**src/rtl/mawg_pkg.sv**
```systemverilog
// ----------------------------------------------------------------------------
// mawg_pkg: shared types and constants for the address walk generator
// Field widths, register indexes, walk modes and the xorshift step.
// ----------------------------------------------------------------------------
package mawg_pkg;

    localparam int DRAW_BITS       = 64;
    localparam int ADDR_BITS       = 64;
    localparam int WORD_BITS       = 32;
    localparam int SIZE_FIELD_BITS = 33;
    localparam int PROB_BITS       = 32;
    localparam int CFG_IDX_BITS    = 3;
    localparam int CNT_BITS        = $clog2(DRAW_BITS);
    localparam int ALIGN_BITS      = 3;
    localparam int WORD_SHIFT      = 3;

    localparam int XS_SHIFT_A = 12;
    localparam int XS_SHIFT_B = 25;
    localparam int XS_SHIFT_C = 27;

    localparam logic [DRAW_BITS-1:0]       MIX_MULT           = 64'h2545_F491_4F6C_DD1D;
    localparam logic [DRAW_BITS-1:0]       SEED_RESET         = 64'd1;
    localparam logic [SIZE_FIELD_BITS-1:0] REGION_WORDS_RESET = 33'h1_0000_0000;

    typedef enum logic [1:0] {
        MODE_INC  = 2'd0,
        MODE_DEC  = 2'd1,
        MODE_RAND = 2'd2
    } t_mode;

    typedef enum logic [CFG_IDX_BITS-1:0] {
        REG_REGION_BASE  = 3'd0,
        REG_REGION_WORDS = 3'd1,
        REG_SEED_INIT    = 3'd2,
        REG_THR_INC      = 3'd3,
        REG_THR_DEC      = 3'd4,
        REG_THR_RAND     = 3'd5
    } t_cfg_reg;

    function automatic logic [DRAW_BITS-1:0] xs_step(input logic [DRAW_BITS-1:0] s);
        logic [DRAW_BITS-1:0] v;
        begin
            v = s ^ (s >> XS_SHIFT_A);
            v = v ^ (v << XS_SHIFT_B);
            v = v ^ (v >> XS_SHIFT_C);
            return v;
        end
    endfunction

    // a zero seed would lock the generator
    function automatic logic [DRAW_BITS-1:0] seed_value(input logic [DRAW_BITS-1:0] s);
        return (s == '0) ? SEED_RESET : s;
    endfunction

endpackage

```
**src/rtl/mawg_intf.sv**
```systemverilog
// ----------------------------------------------------------------------------
// mawg_intf: valid/ready channels of the address walk generator
// Input word, result word and configuration write channels.
// ----------------------------------------------------------------------------
interface mawg_in_if;
    logic                            valid;
    logic                            ready;
    logic [mawg_pkg::WORD_BITS-1:0]  prev_word_index;

    modport source (output valid, output prev_word_index, input ready);
    modport sink   (input valid, input prev_word_index, output ready);
endinterface

interface mawg_out_if;
    logic                            valid;
    logic                            ready;
    logic [mawg_pkg::WORD_BITS-1:0]  next_word_index;
    logic [mawg_pkg::ADDR_BITS-1:0]  next_address;
    logic [1:0]                      next_mode;

    modport source (output valid, output next_word_index, output next_address,
                    output next_mode, input ready);
    modport sink   (input valid, input next_word_index, input next_address,
                    input next_mode, output ready);
endinterface

interface mawg_cfg_if;
    logic                              valid;
    logic                              ready;
    logic [mawg_pkg::CFG_IDX_BITS-1:0] index;
    logic [mawg_pkg::DRAW_BITS-1:0]    data;

    modport source (output valid, output index, output data, input ready);
    modport sink   (input valid, input index, input data, output ready);
endinterface

```
**src/rtl/mawg_mix_mul.sv**
```systemverilog
// ----------------------------------------------------------------------------
// mawg_mix_mul: bit-serial multiply by the xorshift64* constant
// One multiplier bit per cycle, product modulo 2^64, done pulse at the end.
// ----------------------------------------------------------------------------
module mawg_mix_mul (
    input  logic                           i_clk,
    input  logic                           i_rst_n,
    input  logic                           i_start,
    input  logic [mawg_pkg::DRAW_BITS-1:0] i_operand,
    output logic                           o_done,
    output logic [mawg_pkg::DRAW_BITS-1:0] o_product
);
    import mawg_pkg::*;

    logic                 r_busy;
    logic                 r_done;
    logic [CNT_BITS-1:0]  r_cnt;
    logic [DRAW_BITS-1:0] r_mcand;
    logic [DRAW_BITS-1:0] r_mplier;
    logic [DRAW_BITS-1:0] r_acc;

    always_ff @(posedge i_clk) begin
        if (!i_rst_n) begin
            r_busy <= 1'b0;
            r_done <= 1'b0;
            r_cnt  <= '0;
        end else if (i_start) begin
            r_busy   <= 1'b1;
            r_done   <= 1'b0;
            r_cnt    <= '0;
            r_mcand  <= i_operand;
            r_mplier <= MIX_MULT;
            r_acc    <= '0;
        end else if (r_busy) begin
            if (r_mplier[0]) begin
                r_acc <= r_acc + r_mcand;
            end
            r_mcand  <= r_mcand << 1;
            r_mplier <= r_mplier >> 1;
            r_cnt    <= r_cnt + CNT_BITS'(1);
            if (r_cnt == CNT_BITS'(DRAW_BITS - 1)) begin
                r_busy <= 1'b0;
                r_done <= 1'b1;
            end
        end else begin
            r_done <= 1'b0;
        end
    end

    assign o_done    = r_done;
    assign o_product = r_acc;

endmodule

```
**src/rtl/mawg_mod_unit.sv**
```systemverilog
// ----------------------------------------------------------------------------
// mawg_mod_unit: bit-serial restoring remainder
// Shifts in one dividend bit per cycle, done pulse at the end.
// ----------------------------------------------------------------------------
module mawg_mod_unit #(
    parameter int DIV_BITS = 33
) (
    input  logic                           i_clk,
    input  logic                           i_rst_n,
    input  logic                           i_start,
    input  logic [mawg_pkg::DRAW_BITS-1:0] i_dividend,
    input  logic [DIV_BITS-1:0]            i_divisor,
    output logic                           o_done,
    output logic [DIV_BITS-1:0]            o_remainder
);
    import mawg_pkg::*;

    logic                 r_busy;
    logic                 r_done;
    logic [CNT_BITS-1:0]  r_cnt;
    logic [DRAW_BITS-1:0] r_quo;
    logic [DIV_BITS-1:0]  r_div;
    logic [DIV_BITS-1:0]  r_rem;

    logic [DIV_BITS:0]    trial;
    logic [DIV_BITS:0]    div_ext;
    logic [DIV_BITS-1:0]  n_rem;

    always_comb begin
        trial   = {r_rem, r_quo[DRAW_BITS-1]};
        div_ext = {1'b0, r_div};
        if (trial >= div_ext) begin
            n_rem = DIV_BITS'(trial - div_ext);
        end else begin
            n_rem = DIV_BITS'(trial);
        end
    end

    always_ff @(posedge i_clk) begin
        if (!i_rst_n) begin
            r_busy <= 1'b0;
            r_done <= 1'b0;
            r_cnt  <= '0;
        end else if (i_start) begin
            r_busy <= 1'b1;
            r_done <= 1'b0;
            r_cnt  <= '0;
            r_quo  <= i_dividend;
            r_div  <= i_divisor;
            r_rem  <= '0;
        end else if (r_busy) begin
            r_rem <= n_rem;
            r_quo <= r_quo << 1;
            r_cnt <= r_cnt + CNT_BITS'(1);
            if (r_cnt == CNT_BITS'(DRAW_BITS - 1)) begin
                r_busy <= 1'b0;
                r_done <= 1'b1;
            end
        end else begin
            r_done <= 1'b0;
        end
    end

    assign o_done      = r_done;
    assign o_remainder = r_rem;

endmodule

```
**src/rtl/markov_address_walk_generator_core.sv**
```systemverilog
// ----------------------------------------------------------------------------
// markov_address_walk_generator_core: synthetic address trace generator
// Walks a word index through a region in increment, decrement or random mode
// and picks the next mode from an xorshift64* draw against per-mode thresholds.
// ----------------------------------------------------------------------------
// One word in gives one word out. Each xorshift64* draw runs through a
// bit-serial multiplier and the random-mode modulo through a bit-serial
// remainder unit. A random step makes two draws and one modulo; an increment
// or decrement step makes one draw. A new word is taken once the previous one
// has reached the output register, so a result waiting there does not hold
// the input. Configuration registers are written whenever a write is offered,
// as the channel is always ready; a seed write also reloads the generator
// state.
module markov_address_walk_generator_core #(
    parameter int INDEX_BITS = 32
) (
    input  logic        i_clk,
    input  logic        i_rst_n,
    mawg_in_if.sink     i_in,
    mawg_out_if.source  o_out,
    mawg_cfg_if.sink    i_cfg
);
    import mawg_pkg::*;

    localparam int SIZE_BITS = (INDEX_BITS + 1 > SIZE_FIELD_BITS) ? INDEX_BITS + 1
                                                                  : SIZE_FIELD_BITS;
    localparam logic [SIZE_BITS-1:0] FULL_SIZE = {{(SIZE_BITS-1){1'b0}}, 1'b1} << INDEX_BITS;

    typedef enum logic [2:0] {
        S_IDLE,
        S_WALK,
        S_DRAW_IDX,
        S_MUL_IDX,
        S_MOD,
        S_DRAW_MODE,
        S_MUL_MODE,
        S_OUT
    } t_state;

    t_state                     r_state;
    t_mode                      r_mode;
    logic [DRAW_BITS-1:0]       r_rng;
    logic [ADDR_BITS-1:0]       r_region_base;
    logic [SIZE_FIELD_BITS-1:0] r_region_words;
    logic [DRAW_BITS-1:0]       r_thr_inc;
    logic [DRAW_BITS-1:0]       r_thr_dec;
    logic [DRAW_BITS-1:0]       r_thr_rand;
    logic [INDEX_BITS-1:0]      r_prev;
    logic [SIZE_BITS-1:0]       r_size;
    logic [INDEX_BITS-1:0]      r_idx;
    logic                       r_out_valid;
    logic [WORD_BITS-1:0]       r_out_idx;
    logic [ADDR_BITS-1:0]       r_out_addr;
    t_mode                      r_out_mode;

    logic [DRAW_BITS-1:0]       n_rng;
    logic [SIZE_BITS-1:0]       words_ext;
    logic [SIZE_BITS-1:0]       n_size;
    logic [SIZE_BITS-1:0]       inc_sum;
    logic [INDEX_BITS-1:0]      n_walk_idx;
    logic [INDEX_BITS-1:0]      rem_idx;
    logic [INDEX_BITS-1:0]      n_rand_idx;
    logic [DRAW_BITS-1:0]       thr;
    logic [PROB_BITS-1:0]       draw_hi;
    t_mode                      n_next_mode;
    logic [ADDR_BITS-1:0]       n_addr;
    logic                       out_free;
    logic                       in_take;
    logic                       cfg_take;

    logic                       mul_start;
    logic                       mul_done;
    logic [DRAW_BITS-1:0]       mul_product;
    logic                       mod_start;
    logic                       mod_done;
    logic [SIZE_BITS-1:0]       mod_rem;

    assign in_take   = i_in.valid && i_in.ready;
    assign cfg_take  = i_cfg.valid && i_cfg.ready;
    assign out_free  = !r_out_valid || o_out.ready;
    assign mul_start = (r_state == S_DRAW_IDX) || (r_state == S_DRAW_MODE);
    assign mod_start = (r_state == S_MUL_IDX) && mul_done;

    always_comb begin
        n_rng     = xs_step(r_rng);
        words_ext = SIZE_BITS'(r_region_words);
        // zero or oversized region falls back to the full index space
        if (words_ext == '0 || words_ext >= FULL_SIZE) begin
            n_size = FULL_SIZE;
        end else begin
            n_size = words_ext;
        end

        inc_sum = SIZE_BITS'(r_prev) + SIZE_BITS'(1);
        case (r_mode)
            MODE_INC: begin
                n_walk_idx = (inc_sum >= r_size) ? '0 : INDEX_BITS'(inc_sum);
                thr        = r_thr_inc;
            end
            MODE_DEC: begin
                n_walk_idx = (r_prev == '0) ? INDEX_BITS'(r_size - SIZE_BITS'(1))
                                            : r_prev - INDEX_BITS'(1);
                thr        = r_thr_dec;
            end
            default: begin
                n_walk_idx = r_prev;
                thr        = r_thr_rand;
            end
        endcase

        rem_idx    = INDEX_BITS'(mod_rem);
        n_rand_idx = {rem_idx[INDEX_BITS-1:ALIGN_BITS], {ALIGN_BITS{1'b0}}};

        draw_hi = mul_product[DRAW_BITS-1 -: PROB_BITS];
        if (draw_hi < thr[PROB_BITS-1:0]) begin
            n_next_mode = MODE_INC;
        end else if (draw_hi < thr[DRAW_BITS-1 -: PROB_BITS]) begin
            n_next_mode = MODE_DEC;
        end else begin
            n_next_mode = MODE_RAND;
        end

        n_addr = r_region_base + ADDR_BITS'({r_idx, {WORD_SHIFT{1'b0}}});
    end

    mawg_mix_mul u_mix_mul (
        .i_clk     (i_clk),
        .i_rst_n   (i_rst_n),
        .i_start   (mul_start),
        .i_operand (n_rng),
        .o_done    (mul_done),
        .o_product (mul_product)
    );

    mawg_mod_unit #(
        .DIV_BITS (SIZE_BITS)
    ) u_mod_unit (
        .i_clk       (i_clk),
        .i_rst_n     (i_rst_n),
        .i_start     (mod_start),
        .i_dividend  (mul_product),
        .i_divisor   (r_size),
        .o_done      (mod_done),
        .o_remainder (mod_rem)
    );

    // configuration registers
    always_ff @(posedge i_clk) begin
        if (!i_rst_n) begin
            r_region_base  <= '0;
            r_region_words <= REGION_WORDS_RESET;
            r_thr_inc      <= '0;
            r_thr_dec      <= '0;
            r_thr_rand     <= '0;
        end else if (cfg_take) begin
            unique case (t_cfg_reg'(i_cfg.index))
                REG_REGION_BASE:  r_region_base  <= i_cfg.data;
                REG_REGION_WORDS: r_region_words <= i_cfg.data[SIZE_FIELD_BITS-1:0];
                REG_THR_INC:      r_thr_inc      <= i_cfg.data;
                REG_THR_DEC:      r_thr_dec      <= i_cfg.data;
                REG_THR_RAND:     r_thr_rand     <= i_cfg.data;
                default: ;
            endcase
        end
    end

    // step sequencer
    always_ff @(posedge i_clk) begin
        if (!i_rst_n) begin
            r_state     <= S_IDLE;
            r_mode      <= MODE_RAND;
            r_rng       <= SEED_RESET;
            r_out_valid <= 1'b0;
        end else begin
            if (r_state == S_OUT && out_free) begin
                r_out_valid <= 1'b1;
            end else if (o_out.ready) begin
                r_out_valid <= 1'b0;
            end

            if (cfg_take && t_cfg_reg'(i_cfg.index) == REG_SEED_INIT) begin
                r_rng <= seed_value(i_cfg.data);
            end else if (mul_start) begin
                r_rng <= n_rng;
            end

            unique case (r_state)
                S_IDLE: begin
                    if (in_take) begin
                        r_prev  <= INDEX_BITS'(i_in.prev_word_index);
                        r_size  <= n_size;
                        r_state <= S_WALK;
                    end
                end
                S_WALK: begin
                    r_idx <= n_walk_idx;
                    if (r_mode == MODE_INC || r_mode == MODE_DEC) begin
                        r_state <= S_DRAW_MODE;
                    end else begin
                        r_state <= S_DRAW_IDX;
                    end
                end
                S_DRAW_IDX: begin
                    r_state <= S_MUL_IDX;
                end
                S_MUL_IDX: begin
                    if (mul_done) begin
                        r_state <= S_MOD;
                    end
                end
                S_MOD: begin
                    if (mod_done) begin
                        r_idx   <= n_rand_idx;
                        r_state <= S_DRAW_MODE;
                    end
                end
                S_DRAW_MODE: begin
                    r_state <= S_MUL_MODE;
                end
                S_MUL_MODE: begin
                    if (mul_done) begin
                        r_mode  <= n_next_mode;
                        r_state <= S_OUT;
                    end
                end
                S_OUT: begin
                    if (out_free) begin
                        r_out_idx  <= WORD_BITS'(r_idx);
                        r_out_addr <= n_addr;
                        r_out_mode <= r_mode;
                        r_state    <= S_IDLE;
                    end
                end
                default: r_state <= S_IDLE;
            endcase
        end
    end

    assign i_in.ready            = (r_state == S_IDLE);
    assign i_cfg.ready           = 1'b1;
    assign o_out.valid           = r_out_valid;
    assign o_out.next_word_index = r_out_idx;
    assign o_out.next_address    = r_out_addr;
    assign o_out.next_mode       = r_out_mode;

`ifndef ASSERT_OFF
    a_out_from_seq: assert property (@(posedge i_clk) disable iff (!i_rst_n)
        $rose(r_out_valid) |-> $past(r_state == S_OUT))
        else $error("result word appeared outside the output step");

    a_mul_done_waited: assert property (@(posedge i_clk) disable iff (!i_rst_n)
        mul_done |-> (r_state == S_MUL_IDX || r_state == S_MUL_MODE))
        else $error("multiplier finished with no draw pending");

    a_rand_aligned: assert property (@(posedge i_clk) disable iff (!i_rst_n)
        (r_state == S_MOD && mod_done) |=> (r_idx[ALIGN_BITS-1:0] == '0))
        else $error("random index not aligned to eight words");
`endif

endmodule
```
**src/flat_wrapper.sv**
```systemverilog
// flat-port wrapper written by rule: the top's interface ports become plain ports
module markov_address_walk_generator_core_flat import mawg_pkg::*;
#(
    parameter int INDEX_BITS = 32
)
  (i_clk, i_rst_n, i_in_valid, i_in_prev_word_index, i_in_ready, o_out_valid, o_out_next_word_index, o_out_next_address, o_out_next_mode, o_out_ready, i_cfg_valid, i_cfg_index, i_cfg_data, i_cfg_ready);
  mawg_in_if i_in_i ();
  mawg_out_if o_out_i ();
  mawg_cfg_if i_cfg_i ();
  input  logic i_clk;
  input  logic i_rst_n;
  input wire logic [$bits(i_in_i.valid)-1:0] i_in_valid;
  input wire logic [$bits(i_in_i.prev_word_index)-1:0] i_in_prev_word_index;
  output wire logic [$bits(i_in_i.ready)-1:0] i_in_ready;
  output wire logic [$bits(o_out_i.valid)-1:0] o_out_valid;
  output wire logic [$bits(o_out_i.next_word_index)-1:0] o_out_next_word_index;
  output wire logic [$bits(o_out_i.next_address)-1:0] o_out_next_address;
  output wire logic [$bits(o_out_i.next_mode)-1:0] o_out_next_mode;
  input wire logic [$bits(o_out_i.ready)-1:0] o_out_ready;
  input wire logic [$bits(i_cfg_i.valid)-1:0] i_cfg_valid;
  input wire logic [$bits(i_cfg_i.index)-1:0] i_cfg_index;
  input wire logic [$bits(i_cfg_i.data)-1:0] i_cfg_data;
  output wire logic [$bits(i_cfg_i.ready)-1:0] i_cfg_ready;
  assign i_in_i.valid = i_in_valid;
  assign i_in_i.prev_word_index = i_in_prev_word_index;
  assign i_in_ready = i_in_i.ready;
  assign o_out_valid = o_out_i.valid;
  assign o_out_next_word_index = o_out_i.next_word_index;
  assign o_out_next_address = o_out_i.next_address;
  assign o_out_next_mode = o_out_i.next_mode;
  assign o_out_i.ready = o_out_ready;
  assign i_cfg_i.valid = i_cfg_valid;
  assign i_cfg_i.index = i_cfg_index;
  assign i_cfg_i.data = i_cfg_data;
  assign i_cfg_ready = i_cfg_i.ready;
  markov_address_walk_generator_core #(.INDEX_BITS(INDEX_BITS)) u_core (.i_clk(i_clk), .i_rst_n(i_rst_n), .i_in(i_in_i), .o_out(o_out_i), .i_cfg(i_cfg_i));
endmodule
```
**config.mk**
```make
export PLATFORM = sky130hd
export DESIGN_NAME = markov_address_walk_generator_core_flat
export DESIGN_NICKNAME = d
export VERILOG_FILES = /design/src/rtl/mawg_pkg.sv /design/src/rtl/mawg_intf.sv /design/src/rtl/mawg_mix_mul.sv /design/src/rtl/mawg_mod_unit.sv /design/src/rtl/markov_address_walk_generator_core.sv /design/src/flat_wrapper.sv
export SDC_FILE = /design/constraint.sdc
export NUM_CORES = 2
export LEC_CHECK = 0
export ABC_AREA = 1
export ABC_CLOCK_PERIOD_IN_PS = 12000
export BUFFER_PORTS_ARGS = -buffer_cell sky130_fd_sc_hd__buf_2
export CORE_AREA = 2 2 231 461
export CTS_CLUSTER_DIAMETER = 120
export CTS_CLUSTER_SIZE = 10
export DETAILED_ROUTE_END_ITERATION = 10
export DIE_AREA = 0 0 233 463
export PLACE_DENSITY_LB_ADDON = 0.1
export SLEW_MARGIN = 10
export SYNTH_ARGS = -nofsm -noshare
export SYNTH_HDL_FRONTEND = slang
export SYNTH_SLANG_ARGS = --single-unit
```
**constraint.sdc**
```tcl
create_clock -name i_clk -period 12 [get_ports i_clk]
set_clock_uncertainty 0.05 [all_clocks]
set_input_delay 0 -clock i_clk [delete_from_list [all_inputs] [get_ports i_clk]]
set_output_delay 0 -clock i_clk [all_outputs]
set_load 0.02 [all_outputs]
```
Word level (Yosys, flattened, before mapping)
Index checks and enable logic that the tools add are counted.
W data, S select, Z words.
{"block": "totals", "reg_bits": 890, "input_bits": 104, "wordCells": 140}
{"block": "classes", "add_sub_neg": 8, "magnitude_cmp": 5, "eq_ne": 20, "mux": 35, "n_bitwise": 6, "n_reduce_logical": 39}
{"op": "$mux W64", "n": 9}
{"op": "$pmux W32 S2", "n": 2}
{"op": "$pmux W64 S2", "n": 1}
{"op": "$mux W32", "n": 3}
{"op": "$mux W33", "n": 2}
{"op": "$add A64 B35 Y64", "n": 1}
{"op": "$add A64 B64 Y64", "n": 1}
{"op": "$logic_not A64 Y1", "n": 1}
{"op": "$lt A32 B32 Y1", "n": 2}
{"op": "$sub A32 B1 Y32 const B", "n": 2}
{"op": "$xor A64 B37 Y64", "n": 1}
{"op": "$xor A64 B52 Y64", "n": 1}
{"op": "$xor A64 B64 Y64", "n": 1}
{"op": "$mux W62", "n": 1}
{"op": "$ge A34 B33 Y1", "n": 1}
{"op": "$add A32 B1 Y33 const B", "n": 1}
{"op": "$ge A33 B33 Y1", "n": 1}
{"op": "$ge A33 B33 Y1 const B", "n": 1}
{"op": "$logic_not A33 Y1", "n": 1}
{"op": "$sub A33 B33 Y33", "n": 1}
{"op": "$logic_not A32 Y1", "n": 1}
{"op": "$pmux W3 S8", "n": 1}
{"op": "$eq A3 B3 Y1 const B", "n": 6}
{"op": "$mux W3", "n": 6}
{"op": "21 further kinds", "n": 65}

Longest topological paths before layout
{"block": "logic_depth", "depth_word": 5, "mapped_depth": 24, "ltp_nobuf": 23}

Hierarchy
Synthesis repeated with hierarchy kept, for this count alone.
{"block": "unflattened", "cells_unflattened": 6750, "area_unflattened_um2": 51644.5}
{"module": "markov_address_walk_generator_core", "n_inst": 1, "cells_per_inst": 3739, "area_each_um2": 29723.5, "seq_area_each_um2": 13042.5}
{"module": "mawg_mix_mul", "n_inst": 1, "cells_per_inst": 1887, "area_each_um2": 13431.6, "seq_area_each_um2": 5865.6}
{"module": "mawg_mod_unit", "n_inst": 1, "cells_per_inst": 1124, "area_each_um2": 8489.4, "seq_area_each_um2": 4063.9}

Least setup slack after synthesis
No wires, ideal clock.
{"block": "synth_timing", "path_kind": "flip-flop to flip-flop", "startpoint": "register u_core.r_state[2]", "endpoint": "register u_core.r_out_addr[0] (netlist: u_core.o_out.next_address[0]), enable pin", "setup_ps": 795, "arrival_ps": 9914, "setup_slack_ps": 1240, "path_stages_with_launch": 3, "n_path_buf": 0, "period_less_slack_ps": 10760, "cell_sequence": "dfxtp_1 > inv_1 > nor4_1"}
{"block": "synth_via", "elab_chain_len": 2}
{"item": "from (decl)", "line_no": "markov_address_walk_generator_core.sv:40", "text": "t_state r_state;"}
{"item": "from (signal assigned)", "line_no": "markov_address_walk_generator_core.sv:170", "text": "r_state <= S_IDLE;"}
{"item": "from (signal assigned)", "line_no": "markov_address_walk_generator_core.sv:192", "text": "r_state <= S_WALK;"}
{"item": "from (signal assigned)", "line_no": "markov_address_walk_generator_core.sv:198", "text": "r_state <= S_DRAW_MODE;"}
{"item": "$eq A3 B3 Y1", "line_no": "markov_address_walk_generator_core.sv:187", "text": "unique case (r_state)"}
{"item": "$reduce_and A3 Y1 (no line)"}
{"item": "to (signal assigned)", "line_no": "markov_address_walk_generator_core.sv:229", "text": "r_out_addr <= n_addr;"}
{"item": "to (decl)", "line_no": "markov_address_walk_generator_core.sv:53", "text": "logic [ADDR_BITS-1:0] r_out_addr;"}
Every way passes these cells.
A chain may end at the register's enable or synchronous reset.

Worst setup path in the final report
{"block": "layout_timing", "startpoint": "register u_core.r_prev[0]", "endpoint": "register u_core.r_idx[10], data pin"}
{"block": "layout_via", "elab_chain_len": 5}
{"item": "from (decl)", "line_no": "markov_address_walk_generator_core.sv:48", "text": "logic [INDEX_BITS-1:0] r_prev;"}
{"item": "from (signal assigned)", "line_no": "markov_address_walk_generator_core.sv:190", "text": "r_prev <= INDEX_BITS'(i_in.prev_word_index);"}
{"item": "$add A32 B1 Y33", "line_no": "markov_address_walk_generator_core.sv:94", "text": "inc_sum = SIZE_BITS'(r_prev) + SIZE_BITS'(1);"}
{"item": "$ge A33 B33 Y1", "line_no": "markov_address_walk_generator_core.sv:97", "text": "n_walk_idx = (inc_sum >= r_size) ? '0 : INDEX_BITS'(inc_sum);"}
{"item": "$mux W32", "line_no": "markov_address_walk_generator_core.sv:97"}
{"item": "$pmux W32 S2 *", "line_no": "markov_address_walk_generator_core.sv:95", "text": "case (r_mode)"}
{"item": "$pmux W32 S2 *", "line_no": "markov_address_walk_generator_core.sv:187"}
{"item": "to (signal assigned)", "line_no": "markov_address_walk_generator_core.sv:196", "text": "r_idx <= n_walk_idx;"}
{"item": "to (signal assigned)", "line_no": "markov_address_walk_generator_core.sv:213", "text": "r_idx <= n_rand_idx;"}
{"item": "to (decl)", "line_no": "markov_address_walk_generator_core.sv:50", "text": "logic [INDEX_BITS-1:0] r_idx;"}
Mark *: on every way between the ends. The rest lies on a longest branch, timed or not.

==> impl_metrics.json <==
{
  "status": "finished, final reports clean",
  "setup_tns_ns": 0,
  "clock_latency_ns": 0.74,
  "multi_input_area_sq_um": 22800,
  "start_kind": "flop",
  "drc": 0,
  "track_usage_pct": 38.0,
  "layout.area.seq_sq_um": 23000,
  "worstPathRequired_ns": 12.56,
  "fmax_mhz": 194,
  "grt_pass1_vias": 44000,
  "wl_per_cell_microns": 26.8,
  "totalWireLength_mm": 205,
  "synth_cell_type_count": 58,
  "io_pins": 205,
  "worst_pin_slew_ns": 1.29,
  "dieHeight_microns": 463,
  "slowest_stage": "inv_1",
  "drive_above_1_share_pct": 8.24,
  "synth-seq-area-share_pct": 47.1,
  "io_buffers": 203,
  "core.rowCount": 168,
  "grt_overflow": 0,
  "crit_family": "simple AND/OR/NAND/NOR gates",
  "finalSetupViolCount": 0,
  "n_fill_cell": 10100,
  "syn_inst": 5935,
  "crit_buf_inv": 3,
  "fp.dieArea_sq_um": 108000,
  "cp_cell_sequence": "ha_1 -> nand3_1 -> nor2_1 -> nand2_1 -> nor2_1 -> nand2_1 -> nor3_2 -> xor2_1 -> inv_1 -> ha_1 -> a21oi_1 -> o21ai_0 -> a21o_1 -> a21oi_1 -> nand4_1 -> inv_1 -> nand3_1 -> nand3_1 -> o21ai_1 -> inv_1",
  "slew_headroom_pct": 13.9,
  "route.vias.total": 44200,
  "syn_area_sq_um": 48800,
  "final_net_count": 6555,
  "area.growth.synth_to_final_pct": 13.8,
  "drt_iter0_drc": 3713,
  "core_region_area_sq_um": 104000,
  "clkTransAtPathRegs_ns": 0.07,
  "finalCritPeriodShare_pct": 43.0,
  "antenna_found_initial": 17,
  "grt_setup_unrepaired": "false",
  "grt_max_degree": 138,
  "ir_drop_v": 0.000217,
  "fp.dieW_microns": 233,
  "end_kind": "flop",
  "p_total_mw": 11.3,
  "p_per_area_nw_per_um2": 204,
  "initial_core_util_pct": 46.7,
  "m1WireLength_mm": 66.2,
  "place_congestion": 1.10,
  "hp-class": "input pin to flop",
  "post_cts_buffers": 0,
  "hold_viol": 0,
  "cts_num_sinks": 890,
  "synthArstFlopShare_pct": 0,
  "hpwl_mm": 155,
  "avgSynthCellArea_sq_um": 8.23,
  "synth_ff_type": "edfxtp_1",
  "viasPerCell": 5.76,
  "htreeDepth": 3,
  "ys_ff_latch": 890,
  "critical_path_class": "flop to flop",
  "cts_tree": "done",
  "maxCapViolations": 0,
  "synth_warnings": 0,
  "firstDrtPassIters": 6,
  "wl_met3_mm": 12.1,
  "ctsLongestPathBuffers": 3,
  "cts_made_buffers": 98,
  "slew_violations": 0,
  "period_needed_ns": 5.17,
  "grt_pass1_wl_mm": 294,
  "wl_met2_mm": 100,
  "crit_path_max_fanout": 24,
  "cp.arrival_ns": 5.73,
  "slowest_delay_ns": 0.89,
  "synth-edff-count": 515,
  "routed.top_layer": "met5",
  "cts_root_buffer": "clkbuf_16",
  "p_leak_nw": 22.3,
  "syn_nets": 6270,
  "drtAntennaViolNets": 0
}
==> through the flow <==
step                cell area [sq um]  utilization [%]  worst slack, ns  cells  hold slack [ns]
finish                          55600             53.2             6.83   7668           0.0879
global route                    55600             53.2             6.37   7662           0.0982
CTS                             55500             53.2             6.92   7659           0.0470
detailed placement              51100             48.9             6.92   7324            0.131
global placement                51100             48.9             7.03   7324            0.127
floorplan                       48800                -             1.24   5935           0.0489
==> synth_stat cells, types with 3 or more instances <==
library cell | n | area, sq um
xnor2_1 | 99 | 867
a21boi_0 | 13 | 97.6
nand2_1 | 1118 | 4200
nor4_1 | 49 | 307
nor2_4 | 5 | 56.3
ha_1 | 228 | 2850
nand4_1 | 54 | 338
or2_2 | 69 | 432
o22ai_1 | 68 | 425
nor3_2 | 3 | 30.0
nand3_1 | 177 | 886
a311oi_1 | 25 | 219
inv_2 | 5 | 18.8
a221oi_1 | 4 | 35.0
o211ai_1 | 6 | 45.0
o21bai_1 | 83 | 623
a21o_1 | 29 | 218
xor2_1 | 130 | 1140
edfxtp_1 | 515 | 15500
clkbuf_1 | 188 | 706
o21a_1 | 32 | 240
nand3b_1 | 7 | 52.6
buf_6 | 8 | 90.1
o21ai_1 | 11 | 55.1
nor3b_1 | 5 | 37.5
nor2_1 | 697 | 2620
buf_2 | 6 | 30.0
nor2_2 | 19 | 119
a31oi_1 | 70 | 438
o2111ai_1 | 3 | 26.3
fa_1 | 3 | 60.1
a211oi_1 | 4 | 30.0
nand2_2 | 12 | 75.1
nor3_1 | 54 | 270
dfxtp_1 | 375 | 7510
buf_1 | 14 | 52.6
a21oi_1 | 564 | 2820
o21ai_0 | 534 | 2670
a21oi_2 | 18 | 158
buf_4 | 6 | 45.0
and3_1 | 5 | 31.3
inv_1 | 599 | 2250
==> cell families (layout without fill, tap and decap cells) <==
| group | after synthesis | in the layout | share of synthesized area [%] |
|---|---|---|---|
| AND/OR/NAND/NOR | 2282 | 2282 | 19.5 |
| AO/OA/AOI/OAI | 1475 | 1475 | 16.8 |
| flip-flops | 890 | 890 | 47.1 |
| buffers and inverters | 827 | 1192 | 6.54 |
| adder cells (fa/ha/maj) | 231 | 231 | 5.97 |
| XOR/XNOR | 229 | 229 | 4.11 |
| other | 1 | 9 | 0.00768 |
==> layout by cell type, fill, tap and decap left out, drive strengths merged, types with 4 or more instances in the layout <==
master and n:
inv 608, a211oi 4, nand3 179, nor2 722
a21o 29, dfxtp 375, nor3 57, o21ai 547
nand4 54, ha 228, edfxtp 515, o21bai 83
o22ai 68, a21oi 583, dlygate4sd3 155, buf 252
nor3b 5, diode 8, nand2 1131, nand3b 7
a31oi 70, a21boi 14, a311oi 25, and3 5
clkbuf 174, a221oi 4, or2 69, o21a 32
nor4 49, o211ai 6, xor2 130, xnor2 99
==> area by class of cell <==
| type | count | share of cell area, % |
|---|---|---|
| clock buffers | 174 | 4.96 |
| flip-flops and latches | 890 | 41.3 |
| diodes | 8 | 0.0360 |
| well taps | 1360 | 3.06 |
| inverters | 605 | 4.10 |
| multi-input cells | 4218 | 41.0 |
| repair buffers | 407 | 5.29 |
| clock inverters | 6 | 0.250 |
==> tightest hold or removal path, stage by stage <==
cell,delay (ns)
dlygate4sd3_1,0.53
buf_2,0.15
nor2_1,0.10
a311oi_1,0.05
==> power by group <==
group / total [mW] / switching, mW / internal, mW
registers: 4.30 / 0.463 / 3.84
logic: 4.15 / 2.96 / 1.19
clock network: 2.88 / 1.32 / 1.56
total: 11.3 / 4.74 / 6.59
==> per-layer routing <==
layer | vias to the layer above | global-route usage (%)
li1 | 20700 | -
met1 | 20800 | 36.4
met2 | 1838 | 65.0
met3 | 814 | 7.54
met4 | 8 | 39.9
met5 | - | 0
==> flip-flops by register name, summed over array words and instances, names as in the netlist, 64 cells and up <==
signal,count
u_core.r_rng,64
u_core.r_thr_inc,64
u_core.r_region_base,64
u_core.u_mix_mul.o_product,64
u_core.u_mod_unit.r_quo,64
u_core.r_thr_dec,64
u_core.o_out.next_address,64
u_core.r_thr_rand,64
u_core.u_mix_mul.r_mcand,64
==> path summary, 6_finish.rpt <==
path	startpoint	end	slack, ns	depth (start not counted)
setup / recovery	u_core.r_prev[0]$_DFFE_PP_	u_core.r_idx[10]$_DFFE_PP_	6.83	20
hold / removal	i_cfg_data[45]	u_core.r_rng[45]$_SDFFE_PN0P_	0.09	4
setup reg to reg	u_core.r_prev[0]$_DFFE_PP_	u_core.r_idx[10]$_DFFE_PP_	6.83	20
hold reg to reg	u_core.r_region_base[2]$_SDFFE_PN0P_	u_core.o_out.next_address[2]$_DFFE_PP_	0.39	0
==> what timing repair did <==
action,4_1_cts,5_1_grt
endpoints found under the hold margin,389,0
resized for setup,0,0
hold buffers,155,0
No activity file was read; power rests on OpenSTA's default activity.
